--- src/hw/rtl/assert_macros.svh ---
// assertion macros shared by the rtl files
// no dependencies; define ASSERT_OFF to compile the checks out
`ifndef ASSERT_MACROS_SVH
`define ASSERT_MACROS_SVH
`ifndef ASSERT_OFF
// property must hold at every clock edge out of reset
`define ASSERT_PROP(lbl, clk, rstn, prop, msg) \
  lbl: assert property (@(posedge clk) disable iff (!rstn) prop) else $error(msg);
// condition must never be seen at a clock edge out of reset
`define ASSERT_NEVER(lbl, clk, rstn, cond, msg) \
  lbl: assert property (@(posedge clk) disable iff (!rstn) !(cond)) else $error(msg);
`else
`define ASSERT_PROP(lbl, clk, rstn, prop, msg)
`define ASSERT_NEVER(lbl, clk, rstn, cond, msg)
`endif
`endif

--- src/hw/rtl/lssrm_pkg.sv ---
// shared types and constants of the log sine sweep response meter
// no dependencies
`default_nettype none

package lssrm_pkg;

  // default sizes
  localparam int CYCLES_PER_POINT_DEF = 5;
  localparam int SINE_DEPTH_DEF       = 1024;
  localparam int POW_DEPTH_DEF        = 4096;

  // divider geometry: 66-bit dividend, 64-bit divisor
  localparam int DIV_NW = 66;
  localparam int DIV_DW = 64;

  // configuration register indexes
  localparam int CFG_IDX_W = 3;
  localparam logic [CFG_IDX_W-1:0] REG_SWEEP_MODE   = 3'd0;
  localparam logic [CFG_IDX_W-1:0] REG_DRIVE_AMP    = 3'd1;
  localparam logic [CFG_IDX_W-1:0] REG_START_LOG    = 3'd2;
  localparam logic [CFG_IDX_W-1:0] REG_STOP_LOG     = 3'd3;
  localparam logic [CFG_IDX_W-1:0] REG_LOG_STEP     = 3'd4;
  localparam logic [CFG_IDX_W-1:0] REG_SWEEP_TICKS  = 3'd5;
  localparam logic [CFG_IDX_W-1:0] REG_TICK_PERIOD  = 3'd6;
  localparam int CFG_DATA_W = 32;

  // sweep mode codes (code 3 behaves as off)
  localparam logic [1:0] MODE_OFF     = 2'd0;
  localparam logic [1:0] MODE_STEPPED = 2'd1;
  localparam logic [1:0] MODE_CONT    = 2'd2;

  // stepped scan phase
  typedef enum logic [1:0] {
    SCAN_OFF    = 2'd0,
    SCAN_RUN    = 2'd1,
    SCAN_NEXT   = 2'd2,
    SCAN_FINISH = 2'd3
  } scan_e;

  // datapath operations issued by the controller
  typedef enum logic [4:0] {
    OP_NONE,
    OP_CAPTURE,
    OP_XDIV,
    OP_SET_X,
    OP_TRIG,
    OP_NEXT_X,
    OP_NO_NEXT,
    OP_END_SCAN,
    OP_POW,
    OP_MUL_P,
    OP_SDIV,
    OP_SET_STEP,
    OP_LDIV,
    OP_SET_LEN_MAX,
    OP_SET_LEN,
    OP_CONT_ACC,
    OP_STEP_ACC,
    OP_SINE,
    OP_DRIVE_MUL,
    OP_DRIVE_SET,
    OP_OUT_LOAD
  } dp_op_e;

  // controller states
  typedef enum logic [3:0] {
    ST_IDLE,
    ST_DECODE,
    ST_XWAIT,
    ST_POW,
    ST_MULP,
    ST_SDIV,
    ST_SWAIT,
    ST_LEN,
    ST_LWAIT,
    ST_CACC,
    ST_SINE,
    ST_DMUL,
    ST_DSET,
    ST_OUT
  } ctrl_state_e;

  // datapath status seen by the controller
  typedef struct packed {
    logic [1:0] mode;
    scan_e      scan;
    logic       log_lt_stop;
    logic       step_zero;
    logic       div_done;
    logic       out_busy;
  } dp_status_t;

  // input word
  typedef struct packed {
    logic signed [15:0] response_sample;
    logic               start_request;
  } in_word_t;

  // result word
  typedef struct packed {
    logic signed [15:0] drive_sample;
    logic signed [15:0] current_log_freq;
    logic [14:0]        response_amplitude;
    logic               point_done;
    logic               sweep_done;
  } out_word_t;

endpackage

`default_nettype wire

--- src/hw/rtl/lssrm_ctrl.sv ---
// sequencing state machine of the response meter
// uses lssrm_pkg for states, operations and status
`default_nettype none

module lssrm_ctrl (
  input  wire logic                  clk_i,
  input  wire logic                  rst_ni,
  input  wire logic                  in_valid_i,
  output logic                       in_ready_o,
  input  wire lssrm_pkg::dp_status_t status_i,
  output lssrm_pkg::dp_op_e          op_o
);

  lssrm_pkg::ctrl_state_e state_q, state_d;

  // state register
  always_ff @(posedge clk_i or negedge rst_ni) begin
    if (!rst_ni) begin
      state_q <= lssrm_pkg::ST_IDLE;
    end else begin
      state_q <= state_d;
    end
  end

  // next state and operation
  always_comb begin
    state_d    = state_q;
    op_o       = lssrm_pkg::OP_NONE;
    in_ready_o = 1'b0;
    unique case (state_q)
      lssrm_pkg::ST_IDLE: begin
        in_ready_o = 1'b1;
        if (in_valid_i) begin
          op_o    = lssrm_pkg::OP_CAPTURE;
          state_d = lssrm_pkg::ST_DECODE;
        end
      end
      lssrm_pkg::ST_DECODE: begin
        if (status_i.mode == lssrm_pkg::MODE_CONT) begin
          op_o    = lssrm_pkg::OP_XDIV;
          state_d = lssrm_pkg::ST_XWAIT;
        end else if (status_i.mode == lssrm_pkg::MODE_STEPPED) begin
          unique case (status_i.scan)
            lssrm_pkg::SCAN_OFF: begin
              op_o    = lssrm_pkg::OP_TRIG;
              state_d = lssrm_pkg::ST_OUT;
            end
            lssrm_pkg::SCAN_RUN: begin
              op_o    = lssrm_pkg::OP_STEP_ACC;
              state_d = lssrm_pkg::ST_SINE;
            end
            lssrm_pkg::SCAN_NEXT: begin
              if (status_i.log_lt_stop) begin
                op_o    = lssrm_pkg::OP_NEXT_X;
                state_d = lssrm_pkg::ST_POW;
              end else begin
                op_o    = lssrm_pkg::OP_NO_NEXT;
                state_d = lssrm_pkg::ST_OUT;
              end
            end
            lssrm_pkg::SCAN_FINISH: begin
              op_o    = lssrm_pkg::OP_END_SCAN;
              state_d = lssrm_pkg::ST_OUT;
            end
            default: state_d = lssrm_pkg::ST_OUT;
          endcase
        end else begin
          state_d = lssrm_pkg::ST_OUT;
        end
      end
      lssrm_pkg::ST_XWAIT: begin
        if (status_i.div_done) begin
          op_o    = lssrm_pkg::OP_SET_X;
          state_d = lssrm_pkg::ST_POW;
        end
      end
      lssrm_pkg::ST_POW: begin
        op_o    = lssrm_pkg::OP_POW;
        state_d = lssrm_pkg::ST_MULP;
      end
      lssrm_pkg::ST_MULP: begin
        op_o    = lssrm_pkg::OP_MUL_P;
        state_d = lssrm_pkg::ST_SDIV;
      end
      lssrm_pkg::ST_SDIV: begin
        op_o    = lssrm_pkg::OP_SDIV;
        state_d = lssrm_pkg::ST_SWAIT;
      end
      lssrm_pkg::ST_SWAIT: begin
        if (status_i.div_done) begin
          op_o    = lssrm_pkg::OP_SET_STEP;
          state_d = (status_i.mode == lssrm_pkg::MODE_CONT) ? lssrm_pkg::ST_CACC
                                                            : lssrm_pkg::ST_LEN;
        end
      end
      lssrm_pkg::ST_LEN: begin
        if (status_i.step_zero) begin
          op_o    = lssrm_pkg::OP_SET_LEN_MAX;
          state_d = lssrm_pkg::ST_OUT;
        end else begin
          op_o    = lssrm_pkg::OP_LDIV;
          state_d = lssrm_pkg::ST_LWAIT;
        end
      end
      lssrm_pkg::ST_LWAIT: begin
        if (status_i.div_done) begin
          op_o    = lssrm_pkg::OP_SET_LEN;
          state_d = lssrm_pkg::ST_OUT;
        end
      end
      lssrm_pkg::ST_CACC: begin
        op_o    = lssrm_pkg::OP_CONT_ACC;
        state_d = lssrm_pkg::ST_SINE;
      end
      lssrm_pkg::ST_SINE: begin
        op_o    = lssrm_pkg::OP_SINE;
        state_d = lssrm_pkg::ST_DMUL;
      end
      lssrm_pkg::ST_DMUL: begin
        op_o    = lssrm_pkg::OP_DRIVE_MUL;
        state_d = lssrm_pkg::ST_DSET;
      end
      lssrm_pkg::ST_DSET: begin
        op_o    = lssrm_pkg::OP_DRIVE_SET;
        state_d = lssrm_pkg::ST_OUT;
      end
      lssrm_pkg::ST_OUT: begin
        if (!status_i.out_busy) begin
          op_o    = lssrm_pkg::OP_OUT_LOAD;
          state_d = lssrm_pkg::ST_IDLE;
        end
      end
      default: state_d = lssrm_pkg::ST_IDLE;
    endcase
  end

endmodule

`default_nettype wire

--- config.mk ---
export PLATFORM = sky130hd
export DESIGN_NAME = lssrm_ctrl
export DESIGN_NICKNAME = d
export VERILOG_FILES = /design/src/hw/rtl/assert_macros.svh /design/src/hw/rtl/lssrm_pkg.sv /design/src/hw/rtl/lssrm_ctrl.sv
export SDC_FILE = /design/constraint.sdc
export NUM_CORES = 1
export LEC_CHECK = 0
export ABC_AREA = 0
export BUFFER_PORTS_ARGS = -buffer_cell sky130_fd_sc_hd__buf_2
export CAP_MARGIN = 20
export CORE_UTILIZATION = 40
export DETAILED_ROUTE_END_ITERATION = 6
export SLEW_MARGIN = 15
export SYNTH_ARGS = -nofsm -noshare
export SYNTH_HDL_FRONTEND = slang
export SYNTH_SLANG_ARGS = --single-unit
--- constraint.sdc ---
create_clock -name clk_i -period 2.2 [get_ports clk_i]
set_clock_uncertainty 0.2 [all_clocks]
set_input_delay 0.44 -clock clk_i [delete_from_list [all_inputs] [get_ports clk_i]]
set_output_delay 0.44 -clock clk_i [all_outputs]
set_load 0.01 [all_outputs]
==> run summary, run 1 <==
The first global-routing pass estimated 3330 um of wire. For the area enclosed by the die boundary, the log shows 0.00210 mm^2. The multi-input combinational cells in the finished layout cover a total of 624 um^2.

The tools report the cell chosen for the clock root as clkbuf_4. The run gives 0.702 as the worst slew margin relative to its limit. The fraction of registers with async set/reset works out to 1.00. Data arrival time of the critical path: 1.55 ns. The min-delay analysis places its worst path in the category in2reg. Counting the fill cells in the layout gives 187. The tools report the sequential power share as 0.113. The detail-routed net length per standard cell came out at 13.7 um. Counting distinct cell types in the post-synthesis netlist gives 40. The smallest clock period supported by the final layout is computed as 2.19 ns. Global routing finished with a remaining overflow of 0.

The number of flops mapped to enable cells by yosys was 0. The first routing iteration left 34 violations. The first detailed-routing pass took 4 iterations. The cell area after layout was 993 um^2.

In this run the register-to-register setup slack is 0.39 ns. For the number of antenna violations at the first check in global routing, the log shows 0. Entering global routing, the biggest net connects 23 pins. TritonCTS built the clock tree. The run gives 0.130 as the sequential element share of the synthesized area. Fraction of layout cells with a size suffix above 1: 0.393. The clock network power share was 0.063. The initialized floorplan defines 15 standard-cell rows.

The tools report the detailed-route DRC error count as 0. The share of the clock period used by the worst path was 0.995. For the sink count of the clock tree, the log shows 4. Post-synthesis register bit count: 4. The post-synthesis average cell area came out at 7.85 um^2. The flow ran to the end, and the final reports show no timing, DRC or antenna violations. For this block, the routed nets add up to 2020 um of wire.

The largest registers in the layout are state_q: 4 flops. The width of the die is 45.9 um. The main flop type after synthesis is dfrtp_1. The reported max-cap violation count was 0.

The number of nets in the synthesized netlist is 114. For the pin with the worst max-slew slack, the measured transition is 0.443 ns. The logs give 0.323 ns for the worst-case hold slack and 0.932 for the final RePlAce weighted congestion. After the last flow step, the layout net total stands at 140.

The critical path capture point type was an output port. The instance count of the mapped netlist was 98; the signed area change from the synthesized netlist to the final layout was 29.1%. Setup repair after global routing could not meet its margin everywhere. The analysis attributes to net switching a power of 0.693 mW. For the achievable frequency, the log shows 457 MHz. The clock tree buffer depth is 2, and the final-layout setup total negative slack is 0 ns. The count of buffers added on input and output ports is 16.

STA classifies the critical path startpoint as a register. For this design the static power due to leakage is 0.442 nW. The detailed placement HPWL was 1570 um. After synthesis, the cell types taking the most area are dfrtp_1 13%, ha_1 8.1%, a21oi_1 4.6%. The synthesized area is 769 um^2.

The number of flip-flops under the largest register name came out at 4. After clock tree synthesis, the clock-pin slew on the worst setup and hold paths is 0.04 ns. The aggregate global-route resource usage was 0.219; the height of the die was 45.9 um.

The tools report the number of endpoints failing setup at the final stage as 0. The fraction of power consumed by combinational cells was 0.824; the largest fanout on the critical path was 2. The switching share of power is 0.498. For the worst setup path, the data required time is 1.56 ns.

The worst setup path is of the reg2out kind. Yosys printed 0 warnings. Most area-hungry cell type in the Yosys netlist: dfrtp_1. OpenSTA, run right after detailed placement, puts the worst setup slack at 0.0534 ns. The worst setup margin was 0.00999 ns. Dividing the detail-routed via count by the number of cells gives 5.86. Diode insertion count for antenna repair: 0. For the number of global-route vias before repair, the log shows 743. More flip-flops sit in one register than any other, and that register is state_q. Summing over every cut layer, the via total after detailed routing is 862. Once detail routing completed, the nets flagged for antenna violations numbered 0. After floorplanning, the core was sized to cover 0.00176 mm^2.

The area fraction of the dominant cell type after synthesis is 0.130. The power density of the placed cells was 1400 mW/mm^2. The boundary pin count is 17, and the number of H-tree levels is 1. The initial standard-cell utilization of the core was 0.436; the placed standard-cell area was 908 um^2.

For the worst-skew pair, the clock arrives at the later sink with an insertion delay of 0.23 ns. The tools report the cell internal power dissipation as 0.700 mW. Summing all flip-flop and latch instances after layout gives 100 um^2. The number of max-slew violations in the final report is 0, and the worst IR drop on VDD is 0.631 mV. The run gives 0.563 as the utilization after layout.

The number of buffers added by the clock tree synthesis step was 3; the final hold violation count was 0.
## per-stage QoR
| stage | instances | power [mW] |
|---|---|---|
| 6_report | 147 | 1.39 |
| 3_5_place_dp | 141 | 1.21 |
| 5_1_grt | 147 | 1.51 |
| 3_3_place_gp | 141 | 1.20 |
| 4_1_cts | 147 | 1.35 |
| 2_1_floorplan | 98 | 0.953 |
## repair_timing
item / 4_1_cts / 5_1_grt
setup buffers: 2 / 0
gates cloned: 0 / 0
hold buffers: 1 / 0
resized for setup: 5 / 5
pin swaps: 2 / 1
endpoints found under the hold margin: 4 / 0
endpoints found under the setup margin: 2 / 3
## placed cells by master (no fill, tap or decap), drive strengths merged, types with 2 or more instances in the layout
cell type  Yosys  layout
a21oi          7       7
a22o           2       2
a22oi          3       3
a31oi          3       3
and2b          2       2
and3           2       2
buf            7      27
clkbuf         0       3
dfrtp          4       4
ha             5       5
inv            6       6
nand2          8       8
nand2b         4       4
nand3          6       6
nor2           8       8
nor2b          3       3
nor4           2       2
o21ai          6       6
o221ai         4       4
o22ai          2       2
## final cells by class
class                           instances  share of cell area
Inverter                                6              0.0227
Multi-Input combinational cell         81               0.628
Sequential cell                         4               0.101
Timing Repair Buffer                   28               0.194
Tap cell                               25              0.0315
Clock buffer                            3              0.0227
## synthesized netlist by cell type (2+ instances only)
library cell,instances
nand2b_1,4
o221ai_1,2
o21ai_0,4
and3_1,2
a22oi_1,3
buf_2,3
o221ai_2,2
nor2b_1,3
nor4_1,2
nand3_1,6
a21oi_1,7
dfrtp_1,4
o22ai_1,2
a31oi_1,3
a22o_1,2
ha_1,5
inv_2,3
nand2_1,8
inv_1,3
buf_4,2
nor2_1,8
buf_6,2
## per-layer routing
layer / track usage / part of all wire / vias to the layer above
li1: - / - / 420
met1: 0.298 / 0.45 / 400
met2: 0.366 / 0.48 / 40
met3: 0.0317 / 0.063 / 2
met4: 0.0412 / 0.0050 / 0
met5: 0 / 0 / -
## power groups by stage
| stage | combinational [mW] | sequential, mW | clock (mW) |
|---|---|---|---|
| after global placement | 1.06 | 0.140 | 0 |
| after floorplan | 0.802 | 0.152 | 0 |
| after CTS | 1.11 | 0.153 | 0.0890 |
| after detailed placement | 1.07 | 0.142 | 0 |
| after global routing | 1.25 | 0.162 | 0.0972 |
| final | 1.15 | 0.157 | 0.0877 |
## worst paths after layout
| kind | from | to | depth (start not counted) |
|---|---|---|---|
| min in group asynchronous | rst_ni | state_q[3] | 2 |
| hold / removal | status_i[0] | state_q[0] | 3 |
| hold reg to reg | state_q[1] | state_q[0] | 3 |
| setup reg to reg | state_q[3] | state_q[3] | 6 |
| setup / recovery | state_q[1] | op_o[1] | 6 |
| max in group asynchronous | rst_ni | state_q[1] | 2 |
## critical path: stages (launching register included)
cell	delay, ns
dfrtp_1	0.38
nand2b_4	0.15
nor3_4	0.18
nand2_2	0.08
or2_4	0.24
o221ai_2	0.14
buf_2	0.15
## logic make-up (layout without fill, tap and decap cells)
kind of cell / count (synthesis) / in the layout / synth area share
AOI/OAI and AO/OA: 35 / 35 / 0.384
xor gates and xnor gates: 1 / 1 / 0.0114
adders and majority gates: 5 / 5 / 0.0813
buffers and inverters: 13 / 37 / 0.0975
DFF: 4 / 4 / 0.130
muxes: 2 / 2 / 0.0325
and+or+nand+nor: 38 / 38 / 0.263
Note: power is estimated with default switching activity, not from simulation.
==> inputs of run 2 (changes only) <==
--- a/config.mk
+++ b/config.mk
@@ -10,7 +10,8 @@
 export CAP_MARGIN = 20
 export CORE_UTILIZATION = 40
 export DETAILED_ROUTE_END_ITERATION = 6
-export SLEW_MARGIN = 15
+export PLACE_DENSITY = 0.61
+export SLEW_MARGIN = 20
 export SYNTH_ARGS = -nofsm -noshare
 export SYNTH_HDL_FRONTEND = slang
 export SYNTH_SLANG_ARGS = --single-unit
==> run summary, run 2 (same netlist as run 1, synthesis figures left out) <==
The flow ran to the end, and the final reports show no timing, DRC or antenna violations. The final wirelength is 2000 um, and the number of global-route vias before repair is 739. The logs give 0.436 for the initial standard-cell utilization of the core and 15 for the number of core rows. The number of input and output port buffers inserted was 16; the detailed-route DRC error count was 0. Pin count of the biggest net entering global routing: 23.

The critical path is of the reg2out type. Critical register-to-register path endpoint: state_q[3]. Detailed placement ended at an HPWL of 1520 um.

For the number of H-tree levels, the log shows 1. The sequential cells in the finished layout cover a total of 100 um^2. For this block, the initial DRC count from the detailed router was 26. The tools report the aggregate global-route resource usage as 0.205. Setup repair after global routing could not meet its margin everywhere. The achievable frequency came out at 457 MHz. The tree built by TritonCTS fans out to 4 sinks. TritonCTS built the clock tree. The logs give 0.660 mV for the worst IR drop on VDD and 0 for the diode insertion count for antenna repair. Data on the critical path is required at its endpoint by 1.56 ns. The worst setup path is captured at an output port. The run gives 0 as the number of antenna violations at the first check in global routing.

The reg-to-reg critical path startpoint is state_q[3]. The total area inside the core boundary comes to 0.00176 mm^2. The tools report the final cell count without fillers as 148.

The tools report the area enclosed by the die boundary as 0.00210 mm^2. The width of the die was 45.9 um. For the net count of the finished layout, the log shows 141.

Worst reg-to-reg setup slack: 0.40 ns. For the worst setup path, the data arrival time is 1.55 ns. Start point of the worst hold path: status_i[0]. In the final layout, the registers with the most flip-flops are state_q: 4 flops.

For this design the ratio of total power to cell area is 1400 mW/mm^2. The tools report the number of placed cells counting well taps as 141. Summing all placed instances gives a cell area of 896 um^2. Counting I/O delays and the setup requirement, the final critical path takes 2.19 ns. The tool flagged a number of max-cap violations equal to 0. At the later pin of the worst-skew pair, clock insertion delay measures 0.23 ns.

Clock-pin slew was measured on the worst setup and hold paths at 0.04 ns. The signed area change from the synthesized netlist to the final layout is 29.3%. For the layout filler cell count, the log shows 187.

The detail-routed net length per standard cell is 13.5 um, and the final hold violation count is 0. The share of the clock period used by the worst path came out at 0.995. The final RePlAce weighted congestion is 0.915, and the number of endpoints failing setup at the final stage is 0. The number of cell instances on the worst register-to-register path was 6; the count of cells along the worst hold path was 3. Ranked by flip-flop count, first place goes to state_q. The detailed-routing iteration count for the pre-antenna-repair pass is 4, and the combined area of the multi-input logic cells is 631 um^2.

Dividing the detail-routed via count by the number of cells gives 5.80. The tools report the boundary pin count as 17. The leakage power total was 0.444 nW; the number of flip-flops under the largest register name was 4. The fraction of layout cells with a size suffix above 1 was 0.407. The worst hold endpoint is state_q[0]. The largest fanout on the critical path is 2. The tools report the count of nets left with antenna violations after detail routing as 0. Commonest non-fill, non-tap cell in the layout: buf_2. CTS placed an instance of clkbuf_4 at the clock tree root. Number of max-slew violations in the final report: 0.

Counting the buffers created by CTS gives 3. Kind of launch point of the worst setup path: a register. The final route contains 859 vias. The total grt overflow is 0, and the slew of the pin with the lowest slew margin is 0.413 ns.

The first global-routing pass estimated 3200 um of wire. After routing the design area is 995 um^2. In this run the deepest clock path goes through 2 buffers.

The min-delay analysis places its worst path in the category in2reg. The worst slew margin relative to its limit is 0.722, and the height of the die is 45.9 um. In the layout the commonest cells are 16 x buf_2, 10 x buf_4, 7 x nor2_1, 7 x a21oi_1, 7 x nand2_1.
[run 2: cell count changes in the layout (fill, tap and decap cells not counted), sizes merged]
cell  delta
buf      +1
[run 2: per-layer routing]
metal,part of all wire,global-route usage,vias up
li1,-,-,421
met1,0.46,0.283,411
met2,0.49,0.346,25
met3,0.034,0.0159,2
met4,0.012,0.0412,0
met5,0,0,-
[run 2: layout make-up]
cell class	count	area share
Tap cell	25	0.0314
Multi-Input combinational cell	81	0.634
Timing Repair Buffer	29	0.189
Inverter	6	0.0226
Clock buffer	3	0.0226
Sequential cell	4	0.101
[run 2: through the flow]
| stage | total power, mW | setup TNS (ns) | setup WS [ns] | utilization | hold WS, ns |
|---|---|---|---|---|---|
| 3_5_place_dp | 1.18 | 0 | 0.0349 | 0.508 | 0.0479 |
| 3_3_place_gp | 1.18 | 0 | 0.0701 | 0.508 | 0.0444 |
| 4_1_cts | 1.34 | -0.180 | -0.0927 | 0.550 | 0.321 |
| 2_1_floorplan | 0.953 | 0 | 0.261 | - | -0.0556 |
| 5_1_grt | 1.50 | -0.109 | -0.0612 | 0.564 | 0.343 |
| 6_report | 1.39 | 0 | 0.0106 | 0.564 | 0.324 |
[run 2: worst max-delay path by stage]
stage,end,slack [ns],start
3_5_place_dp,state_q[1],0.03,status_i[4]
5_1_grt,op_o[1],-0.06,state_q[1]
3_3_place_gp,state_q[1],0.07,status_i[4]
4_1_cts,op_o[1],-0.09,state_q[1]
2_1_floorplan,state_q[1],0.26,status_i[4]
6_report,op_o[1],0.01,state_q[1]
[run 2: power by group]
| part | switching [mW] | internal (mW) | total, mW |
|---|---|---|---|
| Sequential | 0.0389 | 0.114 | 0.153 |
| Combinational | 0.635 | 0.516 | 1.15 |
| Clock | 0.0252 | 0.0607 | 0.0859 |
| Total | 0.700 | 0.690 | 1.39 |
[run 2: repair_timing]
action	CTS	global route
setup buffers	3	0
hold endpoints to repair	4	0
setup endpoints to repair	2	4
hold buffers	1	0
gates resized for setup	3	7
pin swaps	4	3
[run 2: worst max-delay path, cell delays in order (launching register included)]
cell and delay, ns:
dfrtp_1 0.37, nand2b_4 0.15, nor3_4 0.19, nand2_2 0.09, or2_4 0.24, o221ai_2 0.12, buf_2 0.15
==> inputs of run 3 (changes only) <==
--- a/config.mk
+++ b/config.mk
@@ -6,11 +6,14 @@
 export NUM_CORES = 1
 export LEC_CHECK = 0
 export ABC_AREA = 0
+export ABC_CLOCK_PERIOD_IN_PS = 2200
 export BUFFER_PORTS_ARGS = -buffer_cell sky130_fd_sc_hd__buf_2
 export CAP_MARGIN = 20
-export CORE_UTILIZATION = 40
+export CELL_PAD_IN_SITES_DETAIL_PLACEMENT = 1
+export CELL_PAD_IN_SITES_GLOBAL_PLACEMENT = 2
+export CORE_UTILIZATION = 30
 export DETAILED_ROUTE_END_ITERATION = 6
-export PLACE_DENSITY = 0.61
+export PLACE_DENSITY = 0.76
 export SLEW_MARGIN = 20
 export SYNTH_ARGS = -nofsm -noshare
 export SYNTH_HDL_FRONTEND = slang
==> run summary, run 3 (same netlist as run 1, synthesis figures left out) <==
The flow ran to the end, but the final reports show violations. The checks that failed: negative setup slack. The utilization after layout is 0.433. Using the TritonRoute via totals, the vias-per-cell ratio works out to 5.75. Power comes to 1.44 mW. Max-cap violations in this run came to 0. After detailed routing, the average wire length per cell comes to 16.1 um. The count of nets left with antenna violations after detail routing was 0.

The routed layout has 885 vias. Setup repair after global routing could not meet its margin everywhere. Buffers inserted during clock tree synthesis total 3. Row generation in the floorplan step produced 17 rows. Summed over all cells, the static leakage comes to 0.456 nW. The critical register-to-register path endpoint was state_q[2].

For this run, the detailed router's first-pass iteration total came to 4. The clock drives 4 sinks. The clock tree buffer depth was 2; the data arrival time of the critical path was 1.58 ns.

The largest registers in the layout are state_q: 4 flops. The width of the die came out at 52.6 um. The tools report the global routing usage on met3 as 0.0377. Switching share of power: 0.509.

Measured along the y axis, the die boundary spans 52.6 um. Summing all multi-input logic gate instances after layout gives 618 um^2. The sequential power share was 0.111; the global-route met1 utilization was 0.271. For this run the aggregate overflow at the end of global routing stands at 0. Share of the clock period used by the worst path: 1.01. Internal power comes to 0.705 mW. Clock-pin slew was measured on the worst setup and hold paths at 0.04 ns. The worst setup path is launched from a register. The achievable frequency was 450 MHz; the clock network power share was 0.066. The slew of the pin with the lowest slew margin works out to 0.317 ns. Detailed placement finished with a half-perimeter wire length of 1910 um. Worst path required time: 1.56 ns.

Counting the fill cells in the layout gives 298. The fraction of layout cells with a size suffix above 1 works out to 0.405. Power spread over the standard cell area amounts to 1430 mW/mm^2. The final-layout setup total negative slack was -0.0421 ns; the largest fanout on the critical path was 4.

For this design the total switching power over the nets is 0.730 mW. The tools report the initial standard-cell utilization of the core as 0.332. Clock latency on the worst-skew pair: 0.24 ns.

The number of antenna violations at the first check in global routing is 0, and the number of cell instances on the worst register-to-register path is 7. 0 antenna diodes ended up in the layout. The worst slew margin relative to its limit was 0.787.

After detailed routing, the number of remaining DRC violations is 0. The register with the most flip-flops in the layout has 4 of them. The logs give 0 for the final hold violation count and 17 for the boundary pin count. The tools report the violation count after the first detailed-routing iteration as 15. The tools report the final wirelength as 2480 um.

The number of H-tree levels was 1. The top cell types in the final layout, fill and taps aside, are 16 x buf_2, 14 x buf_4, 8 x nand2_1. Entering global routing, the biggest net connects 20 pins.

Critical path class: reg2out. TritonCTS built the clock tree. The start point of the worst hold path was status_i[0].

The path class of the tightest hold or removal check is in2reg. The shortest clock period the worst path allows after layout came out at 2.22 ns. The first global-routing pass estimated 4110 um of wire. The number of global-route vias before repair is 869.

Once placement completed, the tool counted placed cells totaling 147. The startpoint identified for the worst register-to-register timing path is state_q[3]. Worst setup margin: -0.0239 ns. The area enclosed by the die boundary is 0.00277 mm^2, and the worst IR drop on VDD is 0.606 mV. The number of input and output port buffers inserted is 16, and the worst reg-to-reg setup slack is 0.40 ns.

At the end of routability-driven placement, the weighted congestion stood at 0.861. The register ranked first by flip-flop count is state_q. The critical path capture point type was an output port. After the flow finishes, the layout carries non-filler instances totaling 154.

The signed area change from the synthesized netlist to the final layout came out at 30.6%. Along the worst hold path, the cell count comes to 3. For hold timing, the worst endpoint is state_q[0].

The logs give 0.203 for the aggregate global-route resource usage and 0.00232 mm^2 for the core area. Prior to clock tree synthesis, the placed netlist has a worst setup slack of 0.0648 ns. In this run the clock root is driven by a clkbuf_4.

Number of max-slew violations in the final report: 0. Leaving out fill and tap cells, the most frequent cell in the layout is buf_2. Setup violations remaining at the end of the flow were counted as 2. The busiest metal layer after global routing was met2.

The run gives 0.823 as the fraction of power consumed by combinational cells. The met2 usage in global routing is 0.325. After the last flow step, the layout net total stands at 144.

In the final layout, flip-flops and latches occupy 100 um^2.
[run 3: power by group through the flow]
stage               Sequential, mW  Clock (mW)  Combinational, mW
floorplan                    0.152           0              0.802
global placement             0.144           0               1.08
detailed placement           0.145           0               1.10
CTS                          0.156      0.0971               1.15
global route                 0.163       0.101               1.30
finish                       0.159      0.0954               1.18
[run 3: metrics by stage]
step | cell area [um^2] | hold WS (ns)
after global routing | 1000 | 0.340
after CTS | 983 | 0.304
after detailed placement | 922 | 0.0499
after floorplan | 769 | -0.0556
final | 1000 | 0.309
after global placement | 922 | 0.0470
[run 3: worst max path at each step]
stage,slack [ns],endpoint,start
floorplan,0.26,state_q[1],status_i[4]
global placement,0.1,state_q[1],status_i[5]
detailed placement,0.06,state_q[1],status_i[5]
CTS,-0.05,op_o[0],state_q[1]
global route,-0.09,op_o[1],state_q[1]
finish,-0.02,op_o[0],state_q[3]
[run 3: area by class of cell]
class	instances	share of cell area
flip-flops and latches	4	0.0996
repair buffers	32	0.205
multi-input cells	81	0.615
inverters	6	0.0224
well taps	28	0.0349
clock buffers	3	0.0224
[run 3: routing by layer]
metal  share of wire  wire length, um  vias up
met5               0                0        -
met4          0.0085               21        0
met3           0.046              115        2
met2            0.48             1200       24
met1            0.46             1140      432
li1                -                -      427
[run 3: critical path: stages, from the launching register on]
cell	delay [ns]
dfrtp_1	0.43
nor3_4	0.25
nand2_1	0.11
or2_4	0.27
o221ai_2	0.12
buf_2	0.15
[run 3: timing repair]
action / in CTS / in global routing
gates resized for setup: 2 / 5
hold endpoints to repair: 4 / 0
setup buffers: 2 / 1
pin swaps: 4 / 3
hold buffers: 1 / 0
endpoints found under the setup margin: 2 / 4
